**config.mk**
```make
export PLATFORM = sky130hd
export DESIGN_NAME = biquad_iir_filter_df1_unit_flat
export DESIGN_NICKNAME = d
export VERILOG_FILES = /design/src/sv/bqdf1_pkg.sv /design/src/sv/bqdf1_if.sv /design/src/sv/bqdf1_mac.sv /design/src/sv/biquad_iir_filter_df1_unit.sv /design/src/flat_wrapper.sv
export SDC_FILE = /design/constraint.sdc
export NUM_CORES = 2
export LEC_CHECK = 0
export BUFFER_PORTS_ARGS = -buffer_cell sky130_fd_sc_hd__buf_2
export CORE_MARGIN = 3
export CORE_UTILIZATION = 45
export CTS_BUF_LIST = sky130_fd_sc_hd__clkbuf_4
export CTS_CLUSTER_SIZE = 28
export DETAILED_ROUTE_END_ITERATION = 6
export SYNTH_ARGS = -nofsm -noshare
export SYNTH_HDL_FRONTEND = slang
export SYNTH_SLANG_ARGS = --single-unit
```
**constraint.sdc**
```tcl
create_clock -name clk_i -period 9 [get_ports clk_i]
set_input_delay 0.45 -clock clk_i [delete_from_list [all_inputs] [get_ports clk_i]]
set_output_delay 0.45 -clock clk_i [all_outputs]
set_load 0.02 [all_outputs]
```
**src/sv/bqdf1_pkg.sv**
```systemverilog
// Shared types and constants of the biquad direct-form-I filter.
package bqdf1_pkg;

  // Coefficient bits consumed per multiply-accumulate step.
  localparam int unsigned DIGIT_W = 4;

  localparam int unsigned NUM_REGS  = 7;
  localparam int unsigned REG_IDX_W = 3;

  typedef enum logic [REG_IDX_W-1:0] {
    REG_FF_GAIN_0 = 3'd0,
    REG_FF_GAIN_1 = 3'd1,
    REG_FF_GAIN_2 = 3'd2,
    REG_FB_GAIN_1 = 3'd3,
    REG_FB_GAIN_2 = 3'd4,
    REG_WET_GAIN  = 3'd5,
    REG_DRY_GAIN  = 3'd6
  } reg_idx_e;

  // Control from the sequencer to the digit-serial multiply-accumulate unit.
  typedef struct packed {
    logic clear;  // zero the accumulator
    logic load;   // load coefficient and multiplicand
    logic step;   // consume one coefficient digit
    logic sub;    // subtract the partial product instead of adding it
    logic last;   // current digit is the most significant (signed) one
  } mac_ctrl_t;

endpackage

```
**src/sv/bqdf1_if.sv**
```systemverilog
// Valid/ready stream interfaces for the filter's sample input and result output.
interface bqdf1_in_if #(
  parameter int SAMPLE_WIDTH = 24
);
  logic                           valid;
  logic                           ready;
  logic signed [SAMPLE_WIDTH-1:0] sample_in;

  modport source (output valid, output sample_in, input ready);
  modport sink   (input valid, input sample_in, output ready);
endinterface

interface bqdf1_out_if #(
  parameter int SAMPLE_WIDTH = 24
);
  logic                           valid;
  logic                           ready;
  logic signed [SAMPLE_WIDTH-1:0] sample_out;
  logic                           clipped;

  modport source (output valid, output sample_out, output clipped, input ready);
  modport sink   (input valid, input sample_out, input clipped, output ready);
endinterface

```
**src/sv/bqdf1_mac.sv**
```systemverilog
// Digit-serial multiply-accumulate unit: one coefficient digit per cycle while step is asserted.
module bqdf1_mac #(
  parameter int COEFF_WIDTH = 32,
  parameter int OPER_WIDTH  = 31,
  parameter int ACC_WIDTH   = 66
) (
  input  logic                          clk_i,
  input  bqdf1_pkg::mac_ctrl_t          ctrl_i,
  input  logic signed [COEFF_WIDTH-1:0] coef_i,
  input  logic signed [OPER_WIDTH-1:0]  oper_i,
  output logic signed [ACC_WIDTH-1:0]   acc_o
);

  localparam int NUM_DIGITS = (COEFF_WIDTH + bqdf1_pkg::DIGIT_W - 1) / bqdf1_pkg::DIGIT_W;
  localparam int COEFF_PAD  = NUM_DIGITS * bqdf1_pkg::DIGIT_W;

  logic        [COEFF_PAD-1:0]             coef_sr_q;
  logic signed [ACC_WIDTH-1:0]             mcand_q;
  logic signed [ACC_WIDTH-1:0]             acc_q;
  logic signed [bqdf1_pkg::DIGIT_W:0]      digit;
  logic signed [ACC_WIDTH+bqdf1_pkg::DIGIT_W:0] prod_full;
  logic signed [ACC_WIDTH-1:0]             partial;

  // Lower digits are unsigned; the top digit carries the coefficient's sign.
  always_comb begin
    if (ctrl_i.last) begin
      digit = {coef_sr_q[bqdf1_pkg::DIGIT_W-1], coef_sr_q[bqdf1_pkg::DIGIT_W-1:0]};
    end else begin
      digit = {1'b0, coef_sr_q[bqdf1_pkg::DIGIT_W-1:0]};
    end
    prod_full = mcand_q * digit;
    partial   = prod_full[ACC_WIDTH-1:0];
  end

  always_ff @(posedge clk_i) begin
    if (ctrl_i.load) begin
      coef_sr_q <= COEFF_PAD'(coef_i);
      mcand_q   <= ACC_WIDTH'(oper_i);
    end else if (ctrl_i.step) begin
      coef_sr_q <= coef_sr_q >> bqdf1_pkg::DIGIT_W;
      mcand_q   <= mcand_q <<< bqdf1_pkg::DIGIT_W;
    end
    if (ctrl_i.clear) begin
      acc_q <= '0;
    end else if (ctrl_i.step) begin
      acc_q <= ctrl_i.sub ? (acc_q - partial) : (acc_q + partial);
    end
  end

  assign acc_o = acc_q;

endmodule

```
**src/sv/biquad_iir_filter_df1_unit.sv**
```systemverilog
// One sample is in work at a time: a new input is taken only once the previous
// result has entered the output register. NUM_DIGITS = ceil(COEFF_WIDTH/4), and one
// 4-bit coefficient digit is consumed per cycle by the single shared multiply-accumulate
// unit, one product after another.
// Reset: asynchronous, active low; clears history, result register, and loads the
// coefficient defaults (current-input feedforward and wet gain 1.0, all others zero).
module biquad_iir_filter_df1_unit #(
  parameter int SAMPLE_WIDTH    = 24,
  parameter int COEFF_WIDTH     = 32,
  parameter int COEFF_FRAC_BITS = 28
) (
  input  logic                                clk_i,
  input  logic                                rst_ni,
  input  logic                                cfg_we_i,
  input  logic [bqdf1_pkg::REG_IDX_W-1:0]     cfg_idx_i,
  input  logic [COEFF_WIDTH-1:0]              cfg_wdata_i,
  bqdf1_in_if.sink                            in_i,
  bqdf1_out_if.source                         out_o
);

  // Number of coefficient digits, and so of multiply-accumulate steps per product.
  localparam int NUM_DIGITS = (COEFF_WIDTH + bqdf1_pkg::DIGIT_W - 1) / bqdf1_pkg::DIGIT_W;
  localparam int COEFF_PAD  = NUM_DIGITS * bqdf1_pkg::DIGIT_W;
  localparam int CNT_W      = (NUM_DIGITS > 1) ? $clog2(NUM_DIGITS) : 1;

  // The rounded biquad sum B can be wider than a sample: five products of
  // sample by coefficient, less the fraction bits. The multiplicand path is
  // sized for whichever of sample and B is wider.
  localparam int B_RAW      = SAMPLE_WIDTH + COEFF_WIDTH + 3 - COEFF_FRAC_BITS;
  localparam int OPER_W     = (B_RAW > SAMPLE_WIDTH) ? B_RAW : SAMPLE_WIDTH;
  localparam int ACC_W      = OPER_W + COEFF_PAD + 3;

  localparam logic signed [ACC_W-1:0] RND_HALF =
    {{(ACC_W-1){1'b0}}, 1'b1} << (COEFF_FRAC_BITS - 1);
  localparam logic signed [ACC_W-1:0] SAT_MAX =
    ({{(ACC_W-1){1'b0}}, 1'b1} << (SAMPLE_WIDTH - 1)) - 1;
  localparam logic signed [ACC_W-1:0] SAT_MIN = ~SAT_MAX;
  localparam logic signed [COEFF_WIDTH-1:0] COEFF_ONE =
    {{(COEFF_WIDTH-1){1'b0}}, 1'b1} << COEFF_FRAC_BITS;

  // Order in which the seven products are formed. The first five make up the
  // biquad sum, the last two the wet/dry mix.
  typedef enum logic [2:0] {
    P_FF0, P_FF1, P_FF2, P_FB1, P_FB2, P_DRY, P_WET
  } prod_e;

  typedef enum logic [2:0] {
    S_IDLE, S_LOAD, S_MAC, S_RND_B, S_RND_Y
  } state_e;

  // Configuration registers: user writes only while idle; the block does not enforce it.
  logic signed [COEFF_WIDTH-1:0] coef_q [bqdf1_pkg::NUM_REGS];

  always_ff @(posedge clk_i or negedge rst_ni) begin
    if (!rst_ni) begin
      coef_q[bqdf1_pkg::REG_FF_GAIN_0] <= COEFF_ONE;
      coef_q[bqdf1_pkg::REG_FF_GAIN_1] <= '0;
      coef_q[bqdf1_pkg::REG_FF_GAIN_2] <= '0;
      coef_q[bqdf1_pkg::REG_FB_GAIN_1] <= '0;
      coef_q[bqdf1_pkg::REG_FB_GAIN_2] <= '0;
      coef_q[bqdf1_pkg::REG_WET_GAIN]  <= COEFF_ONE;
      coef_q[bqdf1_pkg::REG_DRY_GAIN]  <= '0;
    end else if (cfg_we_i &&
                 (cfg_idx_i < bqdf1_pkg::REG_IDX_W'(bqdf1_pkg::NUM_REGS))) begin
      // Writes beyond the last register are dropped.
      coef_q[cfg_idx_i] <= cfg_wdata_i;
    end
  end

  state_e                          state_q;
  prod_e                           prod_q;
  logic [CNT_W-1:0]                dig_cnt_q;
  logic signed [SAMPLE_WIDTH-1:0]  x_q;
  logic signed [SAMPLE_WIDTH-1:0]  prev_input_1_q;
  logic signed [SAMPLE_WIDTH-1:0]  prev_input_2_q;
  logic signed [SAMPLE_WIDTH-1:0]  prev_output_1_q;
  logic signed [SAMPLE_WIDTH-1:0]  prev_output_2_q;
  logic signed [OPER_W-1:0]        b_q;
  logic                            out_valid_q;
  logic signed [SAMPLE_WIDTH-1:0]  sample_out_q;
  logic                            clipped_q;

  logic                            in_xfer;
  logic                            out_free;
  logic                            last_digit;
  bqdf1_pkg::mac_ctrl_t            mac_ctrl;
  logic signed [COEFF_WIDTH-1:0]   coef_sel;
  logic signed [OPER_W-1:0]        oper_sel;
  logic signed [ACC_W-1:0]         acc;
  logic signed [ACC_W-1:0]         rnd_sum;
  logic signed [ACC_W-1:0]         rnd_val;
  logic signed [SAMPLE_WIDTH-1:0]  sat_val;
  logic                            sat_clip;

  // The block works on one sample at a time; a finished result waiting in the
  // output register does not hold off the next input transfer.
  assign in_i.ready = (state_q == S_IDLE);
  assign in_xfer    = in_i.valid && in_i.ready;
  assign out_free   = !out_valid_q || out_o.ready;
  assign last_digit = (dig_cnt_q == CNT_W'(NUM_DIGITS - 1));

  // Coefficient and operand for the product in progress. Feedback terms use
  // the stored, already saturated, outputs.
  always_comb begin
    coef_sel = coef_q[bqdf1_pkg::REG_FF_GAIN_0];
    oper_sel = OPER_W'(x_q);
    case (prod_q)
      P_FF0: begin
        coef_sel = coef_q[bqdf1_pkg::REG_FF_GAIN_0];
        oper_sel = OPER_W'(x_q);
      end
      P_FF1: begin
        coef_sel = coef_q[bqdf1_pkg::REG_FF_GAIN_1];
        oper_sel = OPER_W'(prev_input_1_q);
      end
      P_FF2: begin
        coef_sel = coef_q[bqdf1_pkg::REG_FF_GAIN_2];
        oper_sel = OPER_W'(prev_input_2_q);
      end
      P_FB1: begin
        coef_sel = coef_q[bqdf1_pkg::REG_FB_GAIN_1];
        oper_sel = OPER_W'(prev_output_1_q);
      end
      P_FB2: begin
        coef_sel = coef_q[bqdf1_pkg::REG_FB_GAIN_2];
        oper_sel = OPER_W'(prev_output_2_q);
      end
      P_DRY: begin
        coef_sel = coef_q[bqdf1_pkg::REG_DRY_GAIN];
        oper_sel = OPER_W'(x_q);
      end
      P_WET: begin
        coef_sel = coef_q[bqdf1_pkg::REG_WET_GAIN];
        oper_sel = b_q;
      end
      default: begin
        coef_sel = coef_q[bqdf1_pkg::REG_FF_GAIN_0];
        oper_sel = OPER_W'(x_q);
      end
    endcase
  end

  // Sequencer to multiply-accumulate control.
  always_comb begin
    mac_ctrl = '0;
    case (state_q)
      S_IDLE:  mac_ctrl.clear = in_xfer;
      S_LOAD:  mac_ctrl.load  = 1'b1;
      S_MAC: begin
        mac_ctrl.step = 1'b1;
        mac_ctrl.sub  = (prod_q == P_FB1) || (prod_q == P_FB2);
        mac_ctrl.last = last_digit;
      end
      S_RND_B: mac_ctrl.clear = 1'b1;
      default: mac_ctrl = '0;
    endcase
  end

  bqdf1_mac #(
    .COEFF_WIDTH (COEFF_WIDTH),
    .OPER_WIDTH  (OPER_W),
    .ACC_WIDTH   (ACC_W)
  ) u_mac (
    .clk_i  (clk_i),
    .ctrl_i (mac_ctrl),
    .coef_i (coef_sel),
    .oper_i (oper_sel),
    .acc_o  (acc)
  );

  // Both rounding steps add half an LSB and shift arithmetically, so halves
  // round towards positive infinity. Only the final result is saturated.
  always_comb begin
    rnd_sum = acc + RND_HALF;
    rnd_val = rnd_sum >>> COEFF_FRAC_BITS;
    if (rnd_val > SAT_MAX) begin
      sat_val  = SAT_MAX[SAMPLE_WIDTH-1:0];
      sat_clip = 1'b1;
    end else if (rnd_val < SAT_MIN) begin
      sat_val  = SAT_MIN[SAMPLE_WIDTH-1:0];
      sat_clip = 1'b1;
    end else begin
      sat_val  = rnd_val[SAMPLE_WIDTH-1:0];
      sat_clip = 1'b0;
    end
  end

  // Main sequencer. Each product is a load followed by NUM_DIGITS accumulate
  // steps; the biquad sum is rounded between the two groups.
  always_ff @(posedge clk_i or negedge rst_ni) begin
    if (!rst_ni) begin
      state_q         <= S_IDLE;
      prod_q          <= P_FF0;
      dig_cnt_q       <= '0;
      x_q             <= '0;
      prev_input_1_q  <= '0;
      prev_input_2_q  <= '0;
      prev_output_1_q <= '0;
      prev_output_2_q <= '0;
      b_q             <= '0;
      out_valid_q     <= 1'b0;
      sample_out_q    <= '0;
      clipped_q       <= 1'b0;
    end else begin
      // In the final rounding state the result register is managed below.
      if (out_valid_q && out_o.ready && (state_q != S_RND_Y)) begin
        out_valid_q <= 1'b0;
      end
      case (state_q)
        S_IDLE: begin
          if (in_xfer) begin
            x_q     <= in_i.sample_in;
            prod_q  <= P_FF0;
            state_q <= S_LOAD;
          end
        end
        S_LOAD: begin
          dig_cnt_q <= '0;
          state_q   <= S_MAC;
        end
        S_MAC: begin
          if (last_digit) begin
            if (prod_q == P_FB2) begin
              state_q <= S_RND_B;
            end else if (prod_q == P_WET) begin
              state_q <= S_RND_Y;
            end else begin
              prod_q  <= prod_e'(prod_q + 3'd1);
              state_q <= S_LOAD;
            end
          end else begin
            dig_cnt_q <= CNT_W'(dig_cnt_q + 1'b1);
          end
        end
        S_RND_B: begin
          b_q     <= rnd_val[OPER_W-1:0];
          prod_q  <= P_DRY;
          state_q <= S_LOAD;
        end
        S_RND_Y: begin
          // Hold here until the output register is free for the new result.
          if (out_free) begin
            sample_out_q    <= sat_val;
            clipped_q       <= sat_clip;
            out_valid_q     <= 1'b1;
            prev_input_2_q  <= prev_input_1_q;
            prev_input_1_q  <= x_q;
            prev_output_2_q <= prev_output_1_q;
            prev_output_1_q <= sat_val;
            state_q         <= S_IDLE;
          end
        end
        default: state_q <= S_IDLE;
      endcase
    end
  end

  assign out_o.valid      = out_valid_q;
  assign out_o.sample_out = sample_out_q;
  assign out_o.clipped    = clipped_q;

endmodule

```
**src/flat_wrapper.sv**
```systemverilog
// flat-port wrapper written by rule: the top's interface ports become plain ports
module biquad_iir_filter_df1_unit_flat 
#(
  parameter int SAMPLE_WIDTH    = 24,
  parameter int COEFF_WIDTH     = 32,
  parameter int COEFF_FRAC_BITS = 28
)
  (clk_i, rst_ni, cfg_we_i, cfg_idx_i, cfg_wdata_i, in_i_valid, in_i_sample_in, in_i_ready, out_o_valid, out_o_sample_out, out_o_clipped, out_o_ready);
  bqdf1_in_if #(.SAMPLE_WIDTH(SAMPLE_WIDTH)) in_i_i ();
  bqdf1_out_if #(.SAMPLE_WIDTH(SAMPLE_WIDTH)) out_o_i ();
  input  logic clk_i;
  input  logic rst_ni;
  input  logic cfg_we_i;
  input  logic [bqdf1_pkg::REG_IDX_W-1:0] cfg_idx_i;
  input  logic [COEFF_WIDTH-1:0] cfg_wdata_i;
  input wire logic [$bits(in_i_i.valid)-1:0] in_i_valid;
  input wire logic [$bits(in_i_i.sample_in)-1:0] in_i_sample_in;
  output wire logic [$bits(in_i_i.ready)-1:0] in_i_ready;
  output wire logic [$bits(out_o_i.valid)-1:0] out_o_valid;
  output wire logic [$bits(out_o_i.sample_out)-1:0] out_o_sample_out;
  output wire logic [$bits(out_o_i.clipped)-1:0] out_o_clipped;
  input wire logic [$bits(out_o_i.ready)-1:0] out_o_ready;
  assign in_i_i.valid = in_i_valid;
  assign in_i_i.sample_in = in_i_sample_in;
  assign in_i_ready = in_i_i.ready;
  assign out_o_valid = out_o_i.valid;
  assign out_o_sample_out = out_o_i.sample_out;
  assign out_o_clipped = out_o_i.clipped;
  assign out_o_i.ready = out_o_ready;
  biquad_iir_filter_df1_unit #(.SAMPLE_WIDTH(SAMPLE_WIDTH), .COEFF_WIDTH(COEFF_WIDTH), .COEFF_FRAC_BITS(COEFF_FRAC_BITS)) u_core (.clk_i(clk_i), .rst_ni(rst_ni), .cfg_we_i(cfg_we_i), .cfg_idx_i(cfg_idx_i), .cfg_wdata_i(cfg_wdata_i), .in_i(in_i_i), .out_o(out_o_i));
endmodule
```
Word-level counts from Yosys, hierarchy flattened
Index checks and enable logic that the tools add are counted.
- add/subtract/negate cells: 5
- $mul: 1
- order comparisons: 5
- equal/unequal tests: 18
- muxes and demuxes: 34
- bitwise gates (word level): 1
- reductions and logical operators: 17
- operators by type and width (cell ; number):
    $bwmux W224 ; 1
    $mux W66 ; 3
    $pmux W32 S6 ; 1
    $pmux W31 S5 ; 1
    $demux W32 S3 ; 1
    $mux W32 ; 3
    $add A66 B29 Y66 const B ; 1
    $add A66 B66 Y66 ; 1
    $mul A66 B5 Y66 ; 1
    $sub A66 B66 Y66 ; 1
    $mux W24 ; 2
    $gt A38 B24 Y1 const B ; 1
    $lt A38 B24 Y1 const B ; 1
    $mux W3 ; 11
    $eq A3 B3 Y1 const B ; 5
    $pmux W3 S5 ; 1
    $eq A3 B2 Y1 const B ; 4
    $pmux W3 S3 ; 1
    $ne A2 B2 Y1 const B ; 4
    $add A3 B1 Y3 const B ; 2
    $eq A3 B1 Y1 const B ; 2
    $mux W1 ; 6
    $pmux W3 S2 ; 1
    $reduce_and A2 Y1 ; 3
    16 further kinds ; 23
- bits in registers: 550
- input port bits: 64
- output and inout port bits: 27
- logic and storage cells: 102

Depth between registers and ports, before layout
- depth in word-level cells: 7
- gate-level depth with buffers: 41
- depth with buffers taken out: 39

Cells and area by module
From an unflattened synthesis, not the netlist that was laid out.
- cells, all modules: 4411
- area total of the unflattened synthesis: 41736.3 um^2
- by module, submodules not included (module ; times used ; cells each ; area an instance (um^2) ; sequential area each (um^2)):
    bqdf1_mac ; 1 ; 2817 ; 23679.0 ; 4264.1
    biquad_iir_filter_df1_unit ; 1 ; 1594 ; 18057.3 ; 9661.8

Worst setup path before layout
No wires, ideal clock.
- path type: register -> register
- start: register u_core.dig_cnt_q[0]
- end: register u_core.u_mac.acc_q[65], in the netlist u_core.u_mac.acc_o[65]
- library setup time: 0.068 ns
- arrival: 9.405 ns
- data required time: 8.932 ns
- slack: -0.473 ns
- stages on the path, launching flop included: 42
- buffers on the path: 3
- clock period less this slack: 9.473 ns
- cell sequence: dfrtp_1 -> ha_1 -> ha_1 -> nand3_1 -> clkbuf_1 -> nor2_1 -> fa_1 -> inv_1 -> fa_1 -> fa_1 -> inv_1 -> ha_1 -> buf_2 -> a21oi_1 -> o21ai_0 -> a31o_2 -> or3_1 -> a211oi_1 -> [6 not listed] -> a21oi_1 -> xnor2_1 -> ha_1 -> clkbuf_1 -> a21o_1 -> a21o_1 -> a21oi_1 -> o21bai_1 -> a221o_1 -> a21o_1 -> a31oi_1 -> o21ai_1 -> a211oi_1 -> o21ai_0 -> xnor2_1 -> xor2_1 -> or3_1 -> a21oi_2
- longest elaborated chain between the ends: 6
- elaborated cells between the ends (all ways): 7
- classes of those cells: add/sub (2); mul (1); eq/ne (1); mux (3)
- RTL lines (item ; RTL line ; text):
    start: declaration ; biquad_iir_filter_df1_unit.sv:72 ; logic [CNT_W-1:0] dig_cnt_q;
    start signal: assignment ; biquad_iir_filter_df1_unit.sv:232 ; dig_cnt_q <= CNT_W'(dig_cnt_q + 1'b1);
    $eq A3 B3 Y1 * ; biquad_iir_filter_df1_unit.sv:100 ; assign last_digit = (dig_cnt_q == CNT_W'(NUM_DIGITS - 1));
    $mux W3 * ; biquad_iir_filter_df1_unit.sv:146 ; case (state_q)
    $mux W5 * ; bqdf1_mac.sv:26 ; if (ctrl_i.last) begin
    $mul A66 B5 Y66 * ; bqdf1_mac.sv:31 ; prod_full = mcand_q * digit;
    $add A66 B66 Y66 or $sub A66 B66 Y66 (tied branches) ; bqdf1_mac.sv:46 ; acc_q <= ctrl_i.sub ? (acc_q - partial) : (acc_q + partial);
    $mux W66 * ; bqdf1_mac.sv:46 ;
    end signal: assignment ; bqdf1_mac.sv:46 ;
    end: declaration ; bqdf1_mac.sv:19 ; logic signed [ACC_WIDTH-1:0] acc_q;
Mark *: on every way between the ends. The rest lies on a longest branch, timed or not.
A chain may end at the register's enable or synchronous reset.

Worst setup path in the final report
- start: register u_core.dig_cnt_q[1]
- end: register u_core.u_mac.acc_q[65], in the netlist u_core.u_mac.acc_o[65]
The elaborated chain is that of the path after synthesis.

==> results.md <==
- Status: finished with violations
- Failing checks: DRC
- CORE AREA: around 0.089 mm^2
- Slew margin rel.: 0.156
- First-pass GRT wire length: 196 mm
- Row count: 109
- Hpwl dp: 86.7 mm
- Tmin final: 8.95 ns
- Clock Sink Count: 550
- Post-placement cell count: 5849
- Achievable frequency: around 0.11 GHz
- IO Count: 91
- CTS clk-pin slew, worst paths: 0.06 ns
- WL final: 124 mm
- Area share of the largest cell type after synthesis: 0.235
- Top FF cell, synth: dfrtp_1
- Gr usage total: 0.262
- Unrepaired setup endpoints after global routing: true
- Worst-Margin Slew: 1.25 ns
- Vias in the first global route: 35000
- Area growth syn-to-layout: 22.5%
- Vias per cell: 5.57
- Setup violators final: 0
- Seq cells post-synth: 550
- Drt drc: 2
- CP max stage delay: 0.53 ns
- Max Root-Sink Buffers: 3
- Skew final: 0.103 ns
- Htree depth: 4
- Starting density of the core: 0.458
- Ys async rst share: 0.702
- R2R Setup Slk: 0.05 ns
- Worst Path Arrival: 9.97 ns
- Hold Crit Start: in_i_sample_in[18]
- M1 WL: 55.2 mm
- Synthesized area: 0.0408 mm^2
- Count leader, synth: nand2_1
- Die area: approximately 0.094 mm^2
- Synth top area cells: dfrtp_1 (24%), mux2_2 (11%), fa_1 (9.2%), edfxtp_1 (7.2%), ha_1 (6.2%)
- Finished Layout Cells: ~6200
- Synthesized net count: about 4800
- Crit path buffers/inverters: 7
- Fraction of layout instances using a drive strength above 1: 0.296
- Max Used Layer: met5
- Metal3 WL: between 7 and 8 mm
- Commonest cells post-synth: nand2_1 (500), mux2_2 (386), dfrtp_1 (384), inv_1 (358), and2_1 (244)
- Initial DRC count: 2670
- Reg-to-Reg End: u_core.u_mac.acc_o[65]
- Startpoint types: register
- DR WL met2: 58.1 mm
- Sequential area share after synthesis: 0.341
- Worst Hold Class: input pin to register
- Hold Fails Final Rpt: 0
- Clk_lat worst skew: 1.10 ns
- Reg-to-Reg Start: u_core.dig_cnt_q[1]
- Via count: 34700
- TNS Setup: 0 ns
- DR WL/cell: 19.9 um
- Max-Cap Viols: 0
- Distinct cell type count after synthesis: 90
- Root Buffer: clkbuf_4
- Final Cycle Share: 0.994
- Port bufs: 90
- Height of the die: 307 um
- Pins Over Slew Limit: 0
- Initial antenna violation count: 4
- Number of enable flip-flop cells after synthesis: 98
- TritonCTS Buffers: 152
- Worst Hold End: u_core.x_q[18]
- Kind of critical path: register to register
- Delay-heaviest family, CP: adder cells
- Crit path max-delay cell type: fa_1
- Worst reg-to-reg path cell count: 40
- CTS tree: yes
- GPL Wtd Cong: roughly 0.93
- Placed inst area: ~0.046 mm^2
- Filler cells: 8161
- Crit path depth: 40
- Yosys warnings: 0
- Routed Antenna Nets: 0
- Hold depth: 4
- Worst Path Required: 10.02 ns
- Area leader, netlist: dfrtp_1
- Die X: a little over 300 um
- CP max FO: 7
- Largest net degree at the start of global routing: 174
- Syn Area/Cell: 9.49 um^2
- Util after Layout: 0.561
- Final global-route overflow total: 0
- Layout Nets: ~5400
- Final Instance Area: ~0.05 mm^2
- Drt first pass iters: 7
- CP Capture Type: register
- Synth Instances: 4303
## final cells by class
class                           count  area, um^2  area share
Antenna cell                        4        10.0    0.000200
Clock buffer                      240        1800      0.0360
Clock inverter                     34         193     0.00385
Inverter                          358        1350      0.0269
Multi-Input combinational cell   3155       25600       0.512
Sequential cell                   550       13900       0.278
Tap cell                         1165        1460      0.0291
Timing Repair Buffer              732        5660       0.113
## through the flow
stage	worst slack, ns	hold slack [ns]
after floorplan	0.00249	0.154
after global placement	-0.596	0.444
after detailed placement	-0.519	0.451
after CTS	0.0283	0.0826
after global routing	-0.249	0.197
final	0.0508	0.221
## flip-flops by register name (all words and copies together), names as in the netlist
| name | flops |
|---|---|
| u_core.b_q | 31 |
| u_core.coef_q | 224 |
| u_core.dig_cnt_q | 3 |
| u_core.out_o.clipped | 1 |
| u_core.out_o.sample_out | 24 |
| u_core.out_o.valid | 1 |
| u_core.prev_input_1_q | 24 |
| u_core.prev_input_2_q | 24 |
| u_core.prev_output_2_q | 24 |
| u_core.prod_q | 3 |
| u_core.state_q | 3 |
| u_core.u_mac.acc_o | 66 |
| u_core.u_mac.coef_sr_q | 32 |
| u_core.u_mac.mcand_q | 66 |
| u_core.x_q | 24 |
## layer usage
| metal | global-route usage | vias to the layer above |
|---|---|---|
| met2 | 0.430 | 922 |
| met4 | 0.0795 | 2 |
| met3 | 0.0487 | 177 |
| li1 | - | 16400 |
| met5 | 0 | - |
| met1 | 0.353 | 17300 |
## worst register-to-register path, delay by kind of cell, from the launching register on
family / cells / cell delay, ns
adders and majority gates: 7 / 2.46
DFF: 1 / 0.40
buffers and inverters: 7 / 0.82
AOI/OAI and AO/OA: 13 / 2.26
and+or+nand+nor: 10 / 2.42
xor gates and xnor gates: 3 / 0.59
## cell usage in the layout, fill, tap and decap left out, types with 40 or more instances in the layout
cell           synthesis  layout
a21o_1                68      67
a21oi_1              214     185
a221oi_1              42      40
a222oi_1              40      40
a22oi_1               58      58
and2_1               244     241
buf_2                 15      89
buf_4                  1     540
clkbuf_4               0     240
dfrtp_1              384     383
dfxtp_1               66      66
dlygate4sd3_1          0      87
edfxtp_1              98      98
fa_1                 187     183
ha_1                 203     183
inv_1                358     353
mux2_2               386     386
nand2_1              500     491
nand3_1               55      53
nand4_1               42      42
nor2_1               219     204
nor3_1                50      46
o21ai_0              211     186
xnor2_1              108     105
xor2_1                93      93
## how the worst max path moves through the flow
stage	from	end	slack, ns
6_report	u_core.dig_cnt_q[1]	u_core.u_mac.acc_o[65]	0.05
5_1_grt	u_core.dig_cnt_q[1]	u_core.u_mac.acc_o[65]	-0.25
4_1_cts	u_core.dig_cnt_q[0]	u_core.u_mac.acc_o[65]	0.03
3_5_place_dp	u_core.dig_cnt_q[0]	u_core.u_mac.acc_o[65]	-0.52
3_3_place_gp	u_core.dig_cnt_q[0]	u_core.u_mac.acc_o[65]	-0.60
2_1_floorplan	u_core.dig_cnt_q[0]	u_core.u_mac.acc_o[65]	0.002
## timing repair
item,CTS,global route
cloned,2,0
hold buffers,88,0
resized for setup,61,142
buffers inserted,5,17
pin swaps,29,98
hold endpoints to repair,358,0
endpoints found under the setup margin,19,25
## kinds of logic after synthesis
logic type,count (synthesis),share of synthesized area
and+or+nand+nor,1286,0.154
DFF,550,0.341
adders and majority gates,390,0.154
xor gates and xnor gates,201,0.0431
muxes,393,0.108
buffers and inverters,598,0.0557
AOI/OAI and AO/OA,885,0.144
Power is not shown: default switching activity piles up to over one toggle a cycle in this logic, so the estimate is an artifact.
